$ cat src/sv/assert_macros.svh
// assertion macros for the rtl of the i2c bit engine
// no dependencies; ASSERT_OFF removes every check

`ifndef ASSERT_MACROS_SVH
`define ASSERT_MACROS_SVH

`ifndef ASSERT_OFF

`define ASSERT_IMPLY(label, clk, rst_n, ante, cons, msg) \
  label: assert property (@(posedge clk) disable iff (!(rst_n)) (ante) |-> (cons)) \
    else $error(msg);

`define ASSERT_NEXT(label, clk, rst_n, ante, cons, msg) \
  label: assert property (@(posedge clk) disable iff (!(rst_n)) (ante) |=> (cons)) \
    else $error(msg);

`else

`define ASSERT_IMPLY(label, clk, rst_n, ante, cons, msg)

`define ASSERT_NEXT(label, clk, rst_n, ante, cons, msg)

`endif

`endif

$ cat src/sv/i2cbe_pkg.sv
// types, codes and constants of the i2c bit engine
// no dependencies

package i2cbe_pkg;

  localparam int unsigned TickW  = 10;
  localparam int unsigned KindW  = 3;
  localparam int unsigned ByteW  = 8;
  localparam int unsigned SlotW  = 4;
  localparam int unsigned PhaseW = 2;

  typedef enum logic [KindW-1:0] {
    CMD_IDLE  = 3'd0,
    CMD_START = 3'd1,
    CMD_STOP  = 3'd2,
    CMD_WRITE = 3'd3,
    CMD_READ  = 3'd4
  } cmd_e;

  localparam logic [KindW-1:0]  KIND_TICK       = 3'd0;
  localparam logic [SlotW-1:0]  LAST_DATA_SLOT  = 4'd8;
  localparam logic [PhaseW-1:0] LAST_PHASE      = 2'd3;
  localparam logic [TickW-1:0]  PHASE_TICKS_RST = 10'd10;

  typedef struct packed {
    logic [TickW-1:0]  tick_count;
    logic [PhaseW-1:0] phase;
    logic [SlotW-1:0]  bit_index;
    logic [ByteW-1:0]  shift_reg;
    cmd_e              active_cmd;
    logic              ack_choice;
    logic              scl;
    logic              sda;
    logic              nack;
  } state_t;

  typedef struct packed {
    logic             scl_level;
    logic             sda_release;
    logic             busy_res;
    logic             done_res;
    logic             nack_seen;
    logic [ByteW-1:0] read_byte;
  } res_t;

endpackage

$ cat src/sv/i2cbe_cmd_if.sv
// input channel of the i2c bit engine: tick and command words
// depends on i2cbe_pkg

interface i2cbe_cmd_if;
  logic                          valid;
  logic                          ready;
  logic [i2cbe_pkg::KindW-1:0]   kind;
  logic [i2cbe_pkg::ByteW-1:0]   write_byte;
  logic                          send_ack;
  logic                          sda_in;

  modport source (output valid, kind, write_byte, send_ack, sda_in, input ready);
  modport sink   (input valid, kind, write_byte, send_ack, sda_in, output ready);
endinterface

$ cat src/sv/i2cbe_res_if.sv
// output channel of the i2c bit engine: pin levels and status words
// depends on i2cbe_pkg

interface i2cbe_res_if;
  logic                        valid;
  logic                        ready;
  logic                        scl_level;
  logic                        sda_release;
  logic                        busy_res;
  logic                        done_res;
  logic                        nack_seen;
  logic [i2cbe_pkg::ByteW-1:0] read_byte;

  modport source (output valid, scl_level, sda_release, busy_res, done_res, nack_seen,
                  read_byte, input ready);
  modport sink   (input valid, scl_level, sda_release, busy_res, done_res, nack_seen,
                  read_byte, output ready);
endinterface

$ cat src/sv/i2cbe_step.sv
// next-state and result logic for one word of the i2c bit engine
// depends on i2cbe_pkg

module i2cbe_step (
  input  i2cbe_pkg::state_t                state_i,
  input  logic [i2cbe_pkg::TickW-1:0]      phase_ticks_i,
  input  logic [i2cbe_pkg::KindW-1:0]      kind_i,
  input  logic [i2cbe_pkg::ByteW-1:0]      write_byte_i,
  input  logic                             send_ack_i,
  input  logic                             sda_in_i,
  output i2cbe_pkg::state_t                state_o,
  output i2cbe_pkg::res_t                  res_o
);

  logic                           is_cmd;
  logic [i2cbe_pkg::TickW-1:0]    len;
  logic [i2cbe_pkg::TickW:0]      tick_inc;
  logic [i2cbe_pkg::SlotW-1:0]    last_slot;
  logic                           data_slot;
  logic                           scl_drv;
  logic                           sda_drv;
  logic                           done;
  logic                           nack_out;
  logic [i2cbe_pkg::ByteW-1:0]    byte_out;
  i2cbe_pkg::state_t              nxt;

  assign is_cmd    = (kind_i == i2cbe_pkg::CMD_START) || (kind_i == i2cbe_pkg::CMD_STOP) ||
                     (kind_i == i2cbe_pkg::CMD_WRITE) || (kind_i == i2cbe_pkg::CMD_READ);
  assign len       = (phase_ticks_i == '0) ? i2cbe_pkg::TickW'(1) : phase_ticks_i;
  assign tick_inc  = {1'b0, state_i.tick_count} + (i2cbe_pkg::TickW + 1)'(1);
  assign data_slot = state_i.bit_index < i2cbe_pkg::LAST_DATA_SLOT;
  assign last_slot = ((state_i.active_cmd == i2cbe_pkg::CMD_WRITE) ||
                      (state_i.active_cmd == i2cbe_pkg::CMD_READ)) ?
                     i2cbe_pkg::LAST_DATA_SLOT : '0;

  // pin levels for the current phase
  always_comb begin
    scl_drv = state_i.scl;
    sda_drv = state_i.sda;
    unique case (state_i.active_cmd)
      i2cbe_pkg::CMD_START: begin
        scl_drv = (state_i.phase == 2'd1) || (state_i.phase == 2'd2);
        sda_drv = state_i.phase < 2'd2;
      end
      i2cbe_pkg::CMD_STOP: begin
        scl_drv = state_i.phase >= 2'd1;
        sda_drv = state_i.phase >= 2'd2;
      end
      i2cbe_pkg::CMD_WRITE: begin
        scl_drv = state_i.phase >= 2'd2;
        sda_drv = data_slot ? state_i.shift_reg[i2cbe_pkg::ByteW-1] : 1'b1;
      end
      i2cbe_pkg::CMD_READ: begin
        scl_drv = state_i.phase >= 2'd2;
        sda_drv = data_slot ? 1'b1 : ~state_i.ack_choice;
      end
      default: begin
        scl_drv = state_i.scl;
        sda_drv = state_i.sda;
      end
    endcase
  end

  always_comb begin
    nxt      = state_i;
    done     = 1'b0;
    nack_out = 1'b0;
    byte_out = '0;
    if ((state_i.active_cmd == i2cbe_pkg::CMD_IDLE) && is_cmd) begin
      nxt.active_cmd = i2cbe_pkg::cmd_e'(kind_i);
      nxt.tick_count = '0;
      nxt.phase      = '0;
      nxt.bit_index  = '0;
      nxt.ack_choice = send_ack_i;
      nxt.shift_reg  = (kind_i == i2cbe_pkg::CMD_WRITE) ? write_byte_i : '0;
      if (kind_i == i2cbe_pkg::CMD_WRITE) begin
        nxt.nack = 1'b0;
      end
    end else if ((kind_i == i2cbe_pkg::KIND_TICK) &&
                 (state_i.active_cmd != i2cbe_pkg::CMD_IDLE)) begin
      nxt.scl = scl_drv;
      nxt.sda = sda_drv;
      if (tick_inc >= {1'b0, len}) begin
        nxt.tick_count = '0;
        if (state_i.phase == i2cbe_pkg::LAST_PHASE) begin
          if (state_i.active_cmd == i2cbe_pkg::CMD_WRITE) begin
            if (data_slot) begin
              nxt.shift_reg = {state_i.shift_reg[i2cbe_pkg::ByteW-2:0], 1'b0};
            end else begin
              nxt.nack = sda_in_i;
            end
          end else if ((state_i.active_cmd == i2cbe_pkg::CMD_READ) && data_slot) begin
            nxt.shift_reg = {state_i.shift_reg[i2cbe_pkg::ByteW-2:0], sda_in_i};
          end
          nxt.phase = '0;
          if (state_i.bit_index >= last_slot) begin
            done = 1'b1;
            if (state_i.active_cmd == i2cbe_pkg::CMD_WRITE) begin
              nack_out = nxt.nack;
            end
            if (state_i.active_cmd == i2cbe_pkg::CMD_READ) begin
              byte_out = nxt.shift_reg;
            end
            nxt.active_cmd = i2cbe_pkg::CMD_IDLE;
            nxt.bit_index  = '0;
          end else begin
            nxt.bit_index = state_i.bit_index + i2cbe_pkg::SlotW'(1);
          end
        end else begin
          nxt.phase = state_i.phase + i2cbe_pkg::PhaseW'(1);
        end
      end else begin
        nxt.tick_count = tick_inc[i2cbe_pkg::TickW-1:0];
      end
    end
  end

  assign state_o           = nxt;
  assign res_o.scl_level   = nxt.scl;
  assign res_o.sda_release = nxt.sda;
  assign res_o.busy_res    = nxt.active_cmd != i2cbe_pkg::CMD_IDLE;
  assign res_o.done_res    = done;
  assign res_o.nack_seen   = nack_out;
  assign res_o.read_byte   = byte_out;

endmodule

$ cat src/sv/i2c_master_bit_engine.sv
// top level of the i2c bit engine: state, phase length register, result register
// depends on i2cbe_pkg, i2cbe_cmd_if, i2cbe_res_if, i2cbe_step, assert_macros.svh
//
//   port      dir  contents
//   cmd_i     in   kind, write_byte, send_ack, sda_in
//   res_o     out  scl_level, sda_release, busy_res, done_res, nack_seen, read_byte
//   cfg_*_i   in   phase_ticks, ticks per quarter bit phase
//
// one word in per clock while cmd_i.ready is high, its result registered in the output register
// the state update and result come from one pass of i2cbe_step
// cmd_i.ready is high while the output register is empty or being taken
// reset: phase_ticks 10, engine idle, scl and sda released, no result held

`include "assert_macros.svh"

module i2c_master_bit_engine (
  input  logic                          clk_i,
  input  logic                          rst_ni,
  input  logic                          cfg_we_i,
  input  logic [i2cbe_pkg::TickW-1:0]   cfg_wdata_i,
  i2cbe_cmd_if.sink                     cmd_i,
  i2cbe_res_if.source                   res_o
);

  logic [i2cbe_pkg::TickW-1:0] phase_ticks_q;
  i2cbe_pkg::state_t           state_q;
  i2cbe_pkg::state_t           state_d;
  i2cbe_pkg::res_t             res_q;
  i2cbe_pkg::res_t             res_d;
  logic                        res_valid_q;
  logic                        accept;

  assign cmd_i.ready = !res_valid_q || res_o.ready;
  assign accept      = cmd_i.valid && cmd_i.ready;

  i2cbe_step u_step (
    .state_i       (state_q),
    .phase_ticks_i (phase_ticks_q),
    .kind_i        (cmd_i.kind),
    .write_byte_i  (cmd_i.write_byte),
    .send_ack_i    (cmd_i.send_ack),
    .sda_in_i      (cmd_i.sda_in),
    .state_o       (state_d),
    .res_o         (res_d)
  );

  always_ff @(posedge clk_i or negedge rst_ni) begin
    if (!rst_ni) begin
      phase_ticks_q <= i2cbe_pkg::PHASE_TICKS_RST;
    end else if (cfg_we_i) begin
      phase_ticks_q <= cfg_wdata_i;
    end
  end

  always_ff @(posedge clk_i or negedge rst_ni) begin
    if (!rst_ni) begin
      state_q.tick_count <= '0;
      state_q.phase      <= '0;
      state_q.bit_index  <= '0;
      state_q.shift_reg  <= '0;
      state_q.active_cmd <= i2cbe_pkg::CMD_IDLE;
      state_q.ack_choice <= 1'b0;
      state_q.scl        <= 1'b1;
      state_q.sda        <= 1'b1;
      state_q.nack       <= 1'b0;
      res_valid_q        <= 1'b0;
    end else if (accept) begin
      state_q     <= state_d;
      res_valid_q <= 1'b1;
    end else if (res_o.ready) begin
      res_valid_q <= 1'b0;
    end
  end

  always_ff @(posedge clk_i) begin
    if (accept) begin
      res_q <= res_d;
    end
  end

  assign res_o.valid       = res_valid_q;
  assign res_o.scl_level   = res_q.scl_level;
  assign res_o.sda_release = res_q.sda_release;
  assign res_o.busy_res    = res_q.busy_res;
  assign res_o.done_res    = res_q.done_res;
  assign res_o.nack_seen   = res_q.nack_seen;
  assign res_o.read_byte   = res_q.read_byte;

  `ASSERT_IMPLY(a_done_not_busy, clk_i, rst_ni, res_o.valid && res_o.done_res,
                !res_o.busy_res, "finished command still reported busy")
  `ASSERT_IMPLY(a_status_only_on_done, clk_i, rst_ni,
                res_o.valid && (res_o.nack_seen || (res_o.read_byte != '0)),
                res_o.done_res, "nack or read byte reported without done")
  `ASSERT_IMPLY(a_slot_range, clk_i, rst_ni, 1'b1,
                state_q.bit_index <= i2cbe_pkg::LAST_DATA_SLOT, "bit slot out of range")
  `ASSERT_NEXT(a_idle_pins_hold, clk_i, rst_ni,
               accept && (state_q.active_cmd == i2cbe_pkg::CMD_IDLE) &&
               (cmd_i.kind == i2cbe_pkg::KIND_TICK),
               (state_q.scl == $past(state_q.scl)) && (state_q.sda == $past(state_q.sda)),
               "pins moved on a tick while idle")

endmodule

$ cat src/flat_wrapper.sv
// flat-port wrapper written by rule: the top's interface ports become plain ports
module i2c_master_bit_engine_flat 
  (clk_i, rst_ni, cfg_we_i, cfg_wdata_i, cmd_i_valid, cmd_i_kind, cmd_i_write_byte, cmd_i_send_ack, cmd_i_sda_in, cmd_i_ready, res_o_valid, res_o_scl_level, res_o_sda_release, res_o_busy_res, res_o_done_res, res_o_nack_seen, res_o_read_byte, res_o_ready);
  i2cbe_cmd_if cmd_i_i ();
  i2cbe_res_if res_o_i ();
  input  logic clk_i;
  input  logic rst_ni;
  input  logic cfg_we_i;
  input  logic [i2cbe_pkg::TickW-1:0] cfg_wdata_i;
  input wire logic [$bits(cmd_i_i.valid)-1:0] cmd_i_valid;
  input wire logic [$bits(cmd_i_i.kind)-1:0] cmd_i_kind;
  input wire logic [$bits(cmd_i_i.write_byte)-1:0] cmd_i_write_byte;
  input wire logic [$bits(cmd_i_i.send_ack)-1:0] cmd_i_send_ack;
  input wire logic [$bits(cmd_i_i.sda_in)-1:0] cmd_i_sda_in;
  output wire logic [$bits(cmd_i_i.ready)-1:0] cmd_i_ready;
  output wire logic [$bits(res_o_i.valid)-1:0] res_o_valid;
  output wire logic [$bits(res_o_i.scl_level)-1:0] res_o_scl_level;
  output wire logic [$bits(res_o_i.sda_release)-1:0] res_o_sda_release;
  output wire logic [$bits(res_o_i.busy_res)-1:0] res_o_busy_res;
  output wire logic [$bits(res_o_i.done_res)-1:0] res_o_done_res;
  output wire logic [$bits(res_o_i.nack_seen)-1:0] res_o_nack_seen;
  output wire logic [$bits(res_o_i.read_byte)-1:0] res_o_read_byte;
  input wire logic [$bits(res_o_i.ready)-1:0] res_o_ready;
  assign cmd_i_i.valid = cmd_i_valid;
  assign cmd_i_i.kind = cmd_i_kind;
  assign cmd_i_i.write_byte = cmd_i_write_byte;
  assign cmd_i_i.send_ack = cmd_i_send_ack;
  assign cmd_i_i.sda_in = cmd_i_sda_in;
  assign cmd_i_ready = cmd_i_i.ready;
  assign res_o_valid = res_o_i.valid;
  assign res_o_scl_level = res_o_i.scl_level;
  assign res_o_sda_release = res_o_i.sda_release;
  assign res_o_busy_res = res_o_i.busy_res;
  assign res_o_done_res = res_o_i.done_res;
  assign res_o_nack_seen = res_o_i.nack_seen;
  assign res_o_read_byte = res_o_i.read_byte;
  assign res_o_i.ready = res_o_ready;
  i2c_master_bit_engine u_core (.clk_i(clk_i), .rst_ni(rst_ni), .cfg_we_i(cfg_we_i), .cfg_wdata_i(cfg_wdata_i), .cmd_i(cmd_i_i), .res_o(res_o_i));
endmodule
$ cat config.mk
export PLATFORM = sky130hd
export DESIGN_NAME = i2c_master_bit_engine_flat
export DESIGN_NICKNAME = d
export VERILOG_FILES = /design/src/sv/i2cbe_pkg.sv /design/src/sv/i2cbe_cmd_if.sv /design/src/sv/i2cbe_res_if.sv /design/src/sv/i2cbe_step.sv /design/src/sv/i2c_master_bit_engine.sv /design/src/flat_wrapper.sv
export VERILOG_INCLUDE_DIRS = /design/src /design/src/sv
export SDC_FILE = /design/constraint.sdc
export NUM_CORES = 1
export LEC_CHECK = 0
export ABC_AREA = 0
export BUFFER_PORTS_ARGS = -buffer_cell sky130_fd_sc_hd__buf_4
export CAP_MARGIN = 40
export CORE_ASPECT_RATIO = 1.2
export CORE_UTILIZATION = 40
export CTS_CLUSTER_DIAMETER = 30
export DETAILED_ROUTE_END_ITERATION = 12
export GPL_TIMING_DRIVEN = 0
export PLACE_DENSITY_LB_ADDON = 0.3
export RECOVER_POWER = 25
export SYNTH_ARGS = -nofsm -noshare
export SYNTH_HDL_FRONTEND = slang
export SYNTH_HIERARCHICAL = 1
export SYNTH_SLANG_ARGS = --single-unit
export TNS_END_PERCENT = 1
$ cat constraint.sdc
create_clock -name clk_i -period 5.8 [get_ports clk_i]
set_input_delay 0 -clock clk_i [delete_from_list [all_inputs] [get_ports clk_i]]
set_output_delay 0 -clock clk_i [all_outputs]
set_load 0.02 [all_outputs]
==> summary.md, run 1 <==
| Metric | Value |
|---|---|
| Clock root cell | clkbuf_8 |
| Area grow syn2layout | 18.3% |
| Status | complete, but fails checks |
| Final Max Tran Viols | 43 |
| DIE WIDTH | about 90 um |
| Via count of the routed design | 2693 |
| Net Count, Synth | between 300 and 400 |
| Post-Place Cells | around 500 |
| Clock Skew | 0.0106 ns |
| # diodes | 0 |
| Asr flop ratio synth | 76.4% |
| Max_slew headroom | -58.9% |
| Num CTS Buffers | 5 |
| Core Box Area | 0.00866 mm^2 |
| CTS tree | yes |
| RSZ-0062 raised after global routing | no |
| Min-Delay Path Class | input pin to register |
| Post-Syn Area | about 0.0036 mm^2 |
| VDD IR max | 0.107 mV |
| WP data required | 6.01 ns |
| Initial core utilization | 41.7% |
| Via/cell ratio | between 5 and 6 |
| NetSw | ~450 uW |
| Grt total ovfl | 0 |
| H-tree levels | 2 |
| WP data arrival | around 3.6 ns |
| Clock power frac | 16.7% |
| Combinational share of power | 39.9% |
| Clk sink count | 55 |
| Antenna violations before repair | 0 |
| Reg power frac | between 40 and 50% |
| Final WL | 7.60 mm |
| Setup tns final | 0 ns |
| Layout cells sized above 1 | 29.3% |
| FP Rows | 37 |
| PortBufs | just over 40 |
| Clock slew at reported path FFs | 0.10 ns |
| First-pass DRT Iterations | 4 |
| PwrDens | approximately 300 mW/mm^2 |
| Die area | 0.00941 mm^2 |
| Minimum clock period after layout | roughly 3.4 ns |
| Final Cell Area | 0.00427 mm^2 |
| Yosys warns | 6 |
| Number of top-level pins | 43 |
| Total track usage | approximately 18% |
| Routability cong. | 0.808 |
| Post-Place Cell Area | 0.00406 mm^2 |
| Finish-stage setup viols | 0 |
| Die height | 106 um |
| Crit end category | register |
| Lkg Pwr | 0.00199 uW |
| Final ANT Viol Nets | 0 |
| Gate Count Post-Synth | roughly 340 |
| #FFs+latches synth | 55 |
| Clock buffer depth | 2 |
| Yosys cell types | 56 |
| CP startpoint kind | register |
| Maximum clock rate | 292 MHz |
| DR WL/cell | 14.7 um |
| Final core occ | 49.3% |
| Post-CTS Setup Bufs | 0 |
| Worst-Margin Slew | 2.38 ns |
| Vias in the first global route | 2725 |
| Failing checks | max-capacitance violations, max-slew violations |
| Synth Flop Type | dfrtp_1 |
| Sum of net half-perimeters after detailed placement | about 5.5 mm |
| Int Power | 811 uW |
| Max-cap violation count | 1 |
| Final Net Count | 443 |
| Period utilisation layout | between 50% and 60% |
| Number of synthesized flops with an enable pin | 13 |
| Post-Layout Cell Count | 516 |
| # DRC | 0 |
| Largest net degree at the start of global routing | 43 |
| Crit path kind | register to register |
| First-pass GRT wire length | 12.9 mm |
| Final count of hold timing violations | 0 |
| Clk_lat worst skew | 0.32 ns |
| Peak fanout along the critical path | 7 |
| DRT iter0 DRCs | between 90 and 100 |
| Synthesized area per cell | 10.7 um^2 |
| Post-synthesis sequential area ratio | 40.1% |
| Switch share | 35.8% |
layout by cell type, fill, tap and decap left out, types with 13 or more instances in the layout:
cell / n
buf_4: 45
dfrtp_1: 38
nand2_1: 37
mux2_4: 29
a21oi_1: 22
inv_1: 18
nor2_1: 17
ha_1: 17
dlygate4sd3_1: 13
edfxtp_1: 13
layout make-up:
cell class,count,area [um^2]
flip-flops and latches,55,1450
plain buffers,20,135
well taps,117,146
fillers,817,4390
repair buffers,54,434
multi-input cells,244,1960
clock buffers,6,72.6
clock inverters,2,8.76
inverters,18,67.6
flip-flops by register name (all words and copies together) (netlist names):
| signal | count |
|---|---|
| u_core/phase_ticks_q | 10 |
| u_core/res_o.busy_res | 1 |
| u_core/res_o.done_res | 1 |
| u_core/res_o.nack_seen | 1 |
| u_core/res_o.read_byte | 8 |
| u_core/res_o.scl_level | 1 |
| u_core/res_o.sda_release | 1 |
| u_core/res_o.valid | 1 |
| u_core/state_q | 31 |
power by group through the flow:
stage                     registers [uW]  clock network, uW  logic (uW)
final                                548                211         504
after global routing                 561                232         562
after CTS                            548                219         506
after detailed placement             555                  0         498
after global placement               553                  0         484
after floorplan                      544                  0         380
stage by stage:
step	power (uW)	setup WS, ns	hold slack, ns
after detailed placement	1050	2.42	0.0472
after CTS	1270	2.38	0.0144
after floorplan	925	2.67	-0.296
final	1260	2.38	0.0202
after global placement	1040	2.44	0.0372
after global routing	1360	2.17	0.0220
per-layer routing:
layer  global-route usage (%)  share of wire [%]
met1                     21.2                 42
met3                     2.80                3.4
met2                     31.6                 53
met5                        0                  0
met4                     5.53                1.3
synth_stat cells (5+ instances only):
master	instances	area [um^2]
a21oi_1	22	110
a221o_1	5	50.1
a22o_1	7	61.3
a31oi_1	7	43.8
and3_1	7	43.8
buf_4	5	37.5
buf_6	5	56.3
clkbuf_1	6	22.5
dfrtp_1	38	951
edfxtp_1	13	390
ha_1	17	213
inv_1	18	67.6
mux2_2	12	135
mux2_4	29	435
mux2i_1	6	60.1
nand2_1	37	139
nand3_1	10	50.1
nor2_1	17	63.8
nor3_1	7	35.0
o21ai_0	6	30.0
xnor2_1	5	43.8
xor2_1	5	43.8
final timing paths:
path / from / end / slack (ns) / cells past startpoint
setup / recovery: u_core/state_q[21] / u_core/state_q[12] / 2.38 / 13
hold / removal: cmd_i_send_ack / u_core/state_q[3] / 0.02 / 4
setup reg to reg: u_core/state_q[21] / u_core/state_q[12] / 2.38 / 13
hold reg to reg: u_core/phase_ticks_q[5] / u_core/phase_ticks_q[5] / 0.51 / 1
max in group asynchronous: rst_ni / u_core/res_o.valid / 3.51 / 2
min in group asynchronous: rst_ni / u_core/state_q[19] / 0.95 / 2
worst max-delay path: stages, from the launching register on:
cell and delay (ns):
dfrtp_1 0.48, ha_1 0.27, and3_4 0.25, and3_1 0.18, xor2_1 0.20, ha_1 0.28, a21oi_1 0.14, nor2b_1 0.09
a311oi_4 0.32, o22ai_4 0.16, and3_1 0.21, buf_6 0.13, a221o_1 0.34, mux2_4 0.27
what timing repair did:
item                      4_1_cts  5_1_grt
hold buffers                   13        0
hold endpoints to repair       49        0
resized for setup               0        0
logic make-up (layout without fill, tap and decap cells):
group / count (synthesis) / count (layout) / share of synthesized area [%]
AO/OA/AOI/OAI: 65 / 65 / 13.3
XOR/XNOR: 10 / 10 / 2.43
adder cells (fa/ha/maj): 17 / 17 / 5.89
buffers and inverters: 38 / 100 / 5.61
flip-flops: 55 / 55 / 40.1
multiplexers: 47 / 47 / 17.5
AND/OR/NAND/NOR: 105 / 105 / 15.3
Note: power is estimated with default switching activity, not from simulation.
==> run 2: changes to the inputs <==
==> constraint.sdc (replaced) <==
create_clock -name clk_i -period 3.25 [get_ports clk_i]
set_input_delay 0 -clock clk_i [delete_from_list [all_inputs] [get_ports clk_i]]
set_output_delay 0 -clock clk_i [all_outputs]
set_load 0.02 [all_outputs]
==> run 2 against run 1 <==
  * The run still ends with max-capacitance violations, max-slew violations left
  * Final cell count is 1.9% higher
  * Clock skew hardly changed
  * Non-clock buffer count grew 10
  * Critical path depth unchanged
  * Worst setup slack got worse by 2.3 ns
  * Via count up 2.4%
  * Global-route usage up 0.23 points
  * Total power is 83% higher
  * Clock power grew 78%
  * Sequential power increased by 78%
  * First-iteration DRC count is 29% higher
  * Critical endpoint unchanged
  * Highest routed layer unchanged
==> summary.md, run 2 (same netlist as run 1, synthesis figures left out) <==
| Metric | Value |
|---|---|
| DRT iter0 DRCs | 121 |
| Lkg Pwr | 0.00204 uW |
| Status | complete, but fails checks |
| Reg2reg setup slack | 0.1 ns |
| Total track usage | 17.9% |
| H-tree levels | 2 |
| Min-Delay Path Class | input pin to register |
| Period utilisation layout | 97.1% |
| Setup tns final | 0 ns |
| FP Rows | 37 |
| Max-cap violation count | 1 |
| Final ANT Viol Nets | 0 |
| Cell count of the worst hold path | 4 |
| Final Net Count | 453 |
| Final Cell Area | ~0.0044 mm^2 |
| Clock Skew | 0.0102 ns |
| Vias in the first global route | 2755 |
| CTS tree | yes |
| Initial core utilization | 41.7% |
| Die area | around 0.0094 mm^2 |
| Layout cells sized above 1 | 33.3% |
| Failing checks | max-capacitance violations, max-slew violations |
| Minimum clock period after layout | around 3.2 ns |
| Top reg by flops | u_core/state_q |
| Crit path kind | register to register |
| Clock root cell | clkbuf_8 |
| Hold Path End | u_core/state_q[3] |
| Post-Place Cell Area | 0.00406 mm^2 |
| DR WL/cell | 14.9 um |
| Peak fanout along the critical path | 7 |
| First-pass DRT Iterations | 6 |
| Largest net degree at the start of global routing | 43 |
| Worst-Margin Slew | about 2.4 ns |
| Commonest non-fill, non-tap cell in the layout | buf_4 |
| PwrDens | 524 mW/mm^2 |
| Routability cong. | about 0.81 |
| Core Box Area | 0.00866 mm^2 |
| First-pass GRT wire length | around 13 mm |
| R2r endpoint | u_core/state_q[12] |
| Area grow syn2layout | 22.0% |
| Num CTS Buffers | 5 |
| Maximum clock rate | 317 MHz |
| Post-Layout Cell Count | 526 |
| Crit end category | register |
| PortBufs | 41 |
| WP data required | 3.46 ns |
| Worst r2r path cells | 13 |
| VDD IR max | 0.206 mV |
| Post-Place Cells | 495 |
| Clock slew at reported path FFs | 0.10 ns |
| Max FFs per register | 31 |
| Fin worst setup slack | 0.0959 ns |
| # diodes | 0 |
| Clk_lat worst skew | 0.32 ns |
| Most frequent cells in the layout | buf_4 (55), nand2_1 (37), dfrtp_1 (36), mux2_4 (29), a21oi_1 (21) |
| Grt total ovfl | 0 |
| Number of top-level pins | 43 |
| Finish-stage setup viols | 0 |
| HP Start | cmd_i_send_ack |
| Clock buffer depth | 2 |
| # DRC | 0 |
| Final count of hold timing violations | 0 |
| DIE WIDTH | 88.7 um |
| CP startpoint kind | register |
| Via count of the routed design | 2757 |
| Die height | 106 um |
| Antenna violations before repair | 0 |
| Final Max Tran Viols | 43 |
| Final Power | 2310 uW |
| Clk sink count | 55 |
| WP data arrival | about 3.4 ns |
| Crit Reg-Reg Startpoint | u_core/state_q[22] |
| Via/cell ratio | 5.24 |
| Sum of net half-perimeters after detailed placement | 5.49 mm |
| Worst slack, placed | -0.128 ns |
| Max_slew headroom | -59.6% |
| Final WL | 7.83 mm |
-- run 2: cell types whose count changed in the layout (fill, tap and decap cells not counted), moves of 2 or more --
cell / change
and3_1: -2
and3_4: +2
buf_4: +10
dfrtp_1: -2
dfrtp_2: +2
ha_1: -2
ha_4: +2
-- run 2: where the power goes --
| group | switching, uW | internal [uW] |
|---|---|---|
| combinational | 476 | 484 |
| clock | 227 | 149 |
| sequential | 125 | 847 |
-- run 2: metal layers --
layer	GRT usage, %	part of all wire, %
met1	21.4	42
met2	32.2	54
met3	2.80	3.6
met4	5.53	1.3
met5	0	0
-- run 2: area by class of cell --
| class | instances | area, um^2 |
|---|---|---|
| inverter | 18 | 67.6 |
| timing repair buffer | 64 | 509 |
| fill | 809 | 4250 |
| sequential | 55 | 1450 |
| multi-input combinational | 244 | 2010 |
| clock inverter | 2 | 8.76 |
| tap | 117 | 146 |
| buffer | 20 | 135 |
| clock buffer | 6 | 72.6 |
-- run 2: how the worst max path moves through the flow --
stage,startpoint,endpoint,depth (start not counted)
final,u_core/state_q[22],u_core/state_q[12],13
after global routing,u_core/state_q[22],u_core/state_q[12],13
after CTS,u_core/state_q[21],u_core/state_q[12],13
after detailed placement,u_core/state_q[21],u_core/state_q[12],13
after global placement,u_core/state_q[21],u_core/state_q[11],13
after floorplan,u_core/state_q[21],u_core/state_q[10],13
-- run 2: through the flow --
stage | utilization [%] | hold slack [ns]
5_1_grt | 50.9 | 0.0220
2_1_floorplan | - | -0.296
3_3_place_gp | 46.9 | 0.0372
4_1_cts | 49.9 | 0.0144
3_5_place_dp | 46.9 | 0.0472
6_report | 50.9 | 0.0183
-- run 2: what timing repair did --
action,4_1_cts,5_1_grt
gates resized for setup,3,7
hold buffers,13,0
endpoints found under the setup margin,13,15
cloned,0,0
setup buffers,5,5
pin swaps,1,3
endpoints found under the hold margin,49,0
-- run 2: critical path, stage by stage (launching register included) --
cell and delay [ns]:
dfrtp_1 0.41, ha_4 0.17, and3_4 0.22, and3_1 0.20
xor2_2 0.22, ha_4 0.24, a21oi_2 0.11, nor2b_1 0.07
a311oi_4 0.32, o22ai_4 0.15, and3_4 0.20, buf_6 0.13
a221o_1 0.34, mux2_4 0.27
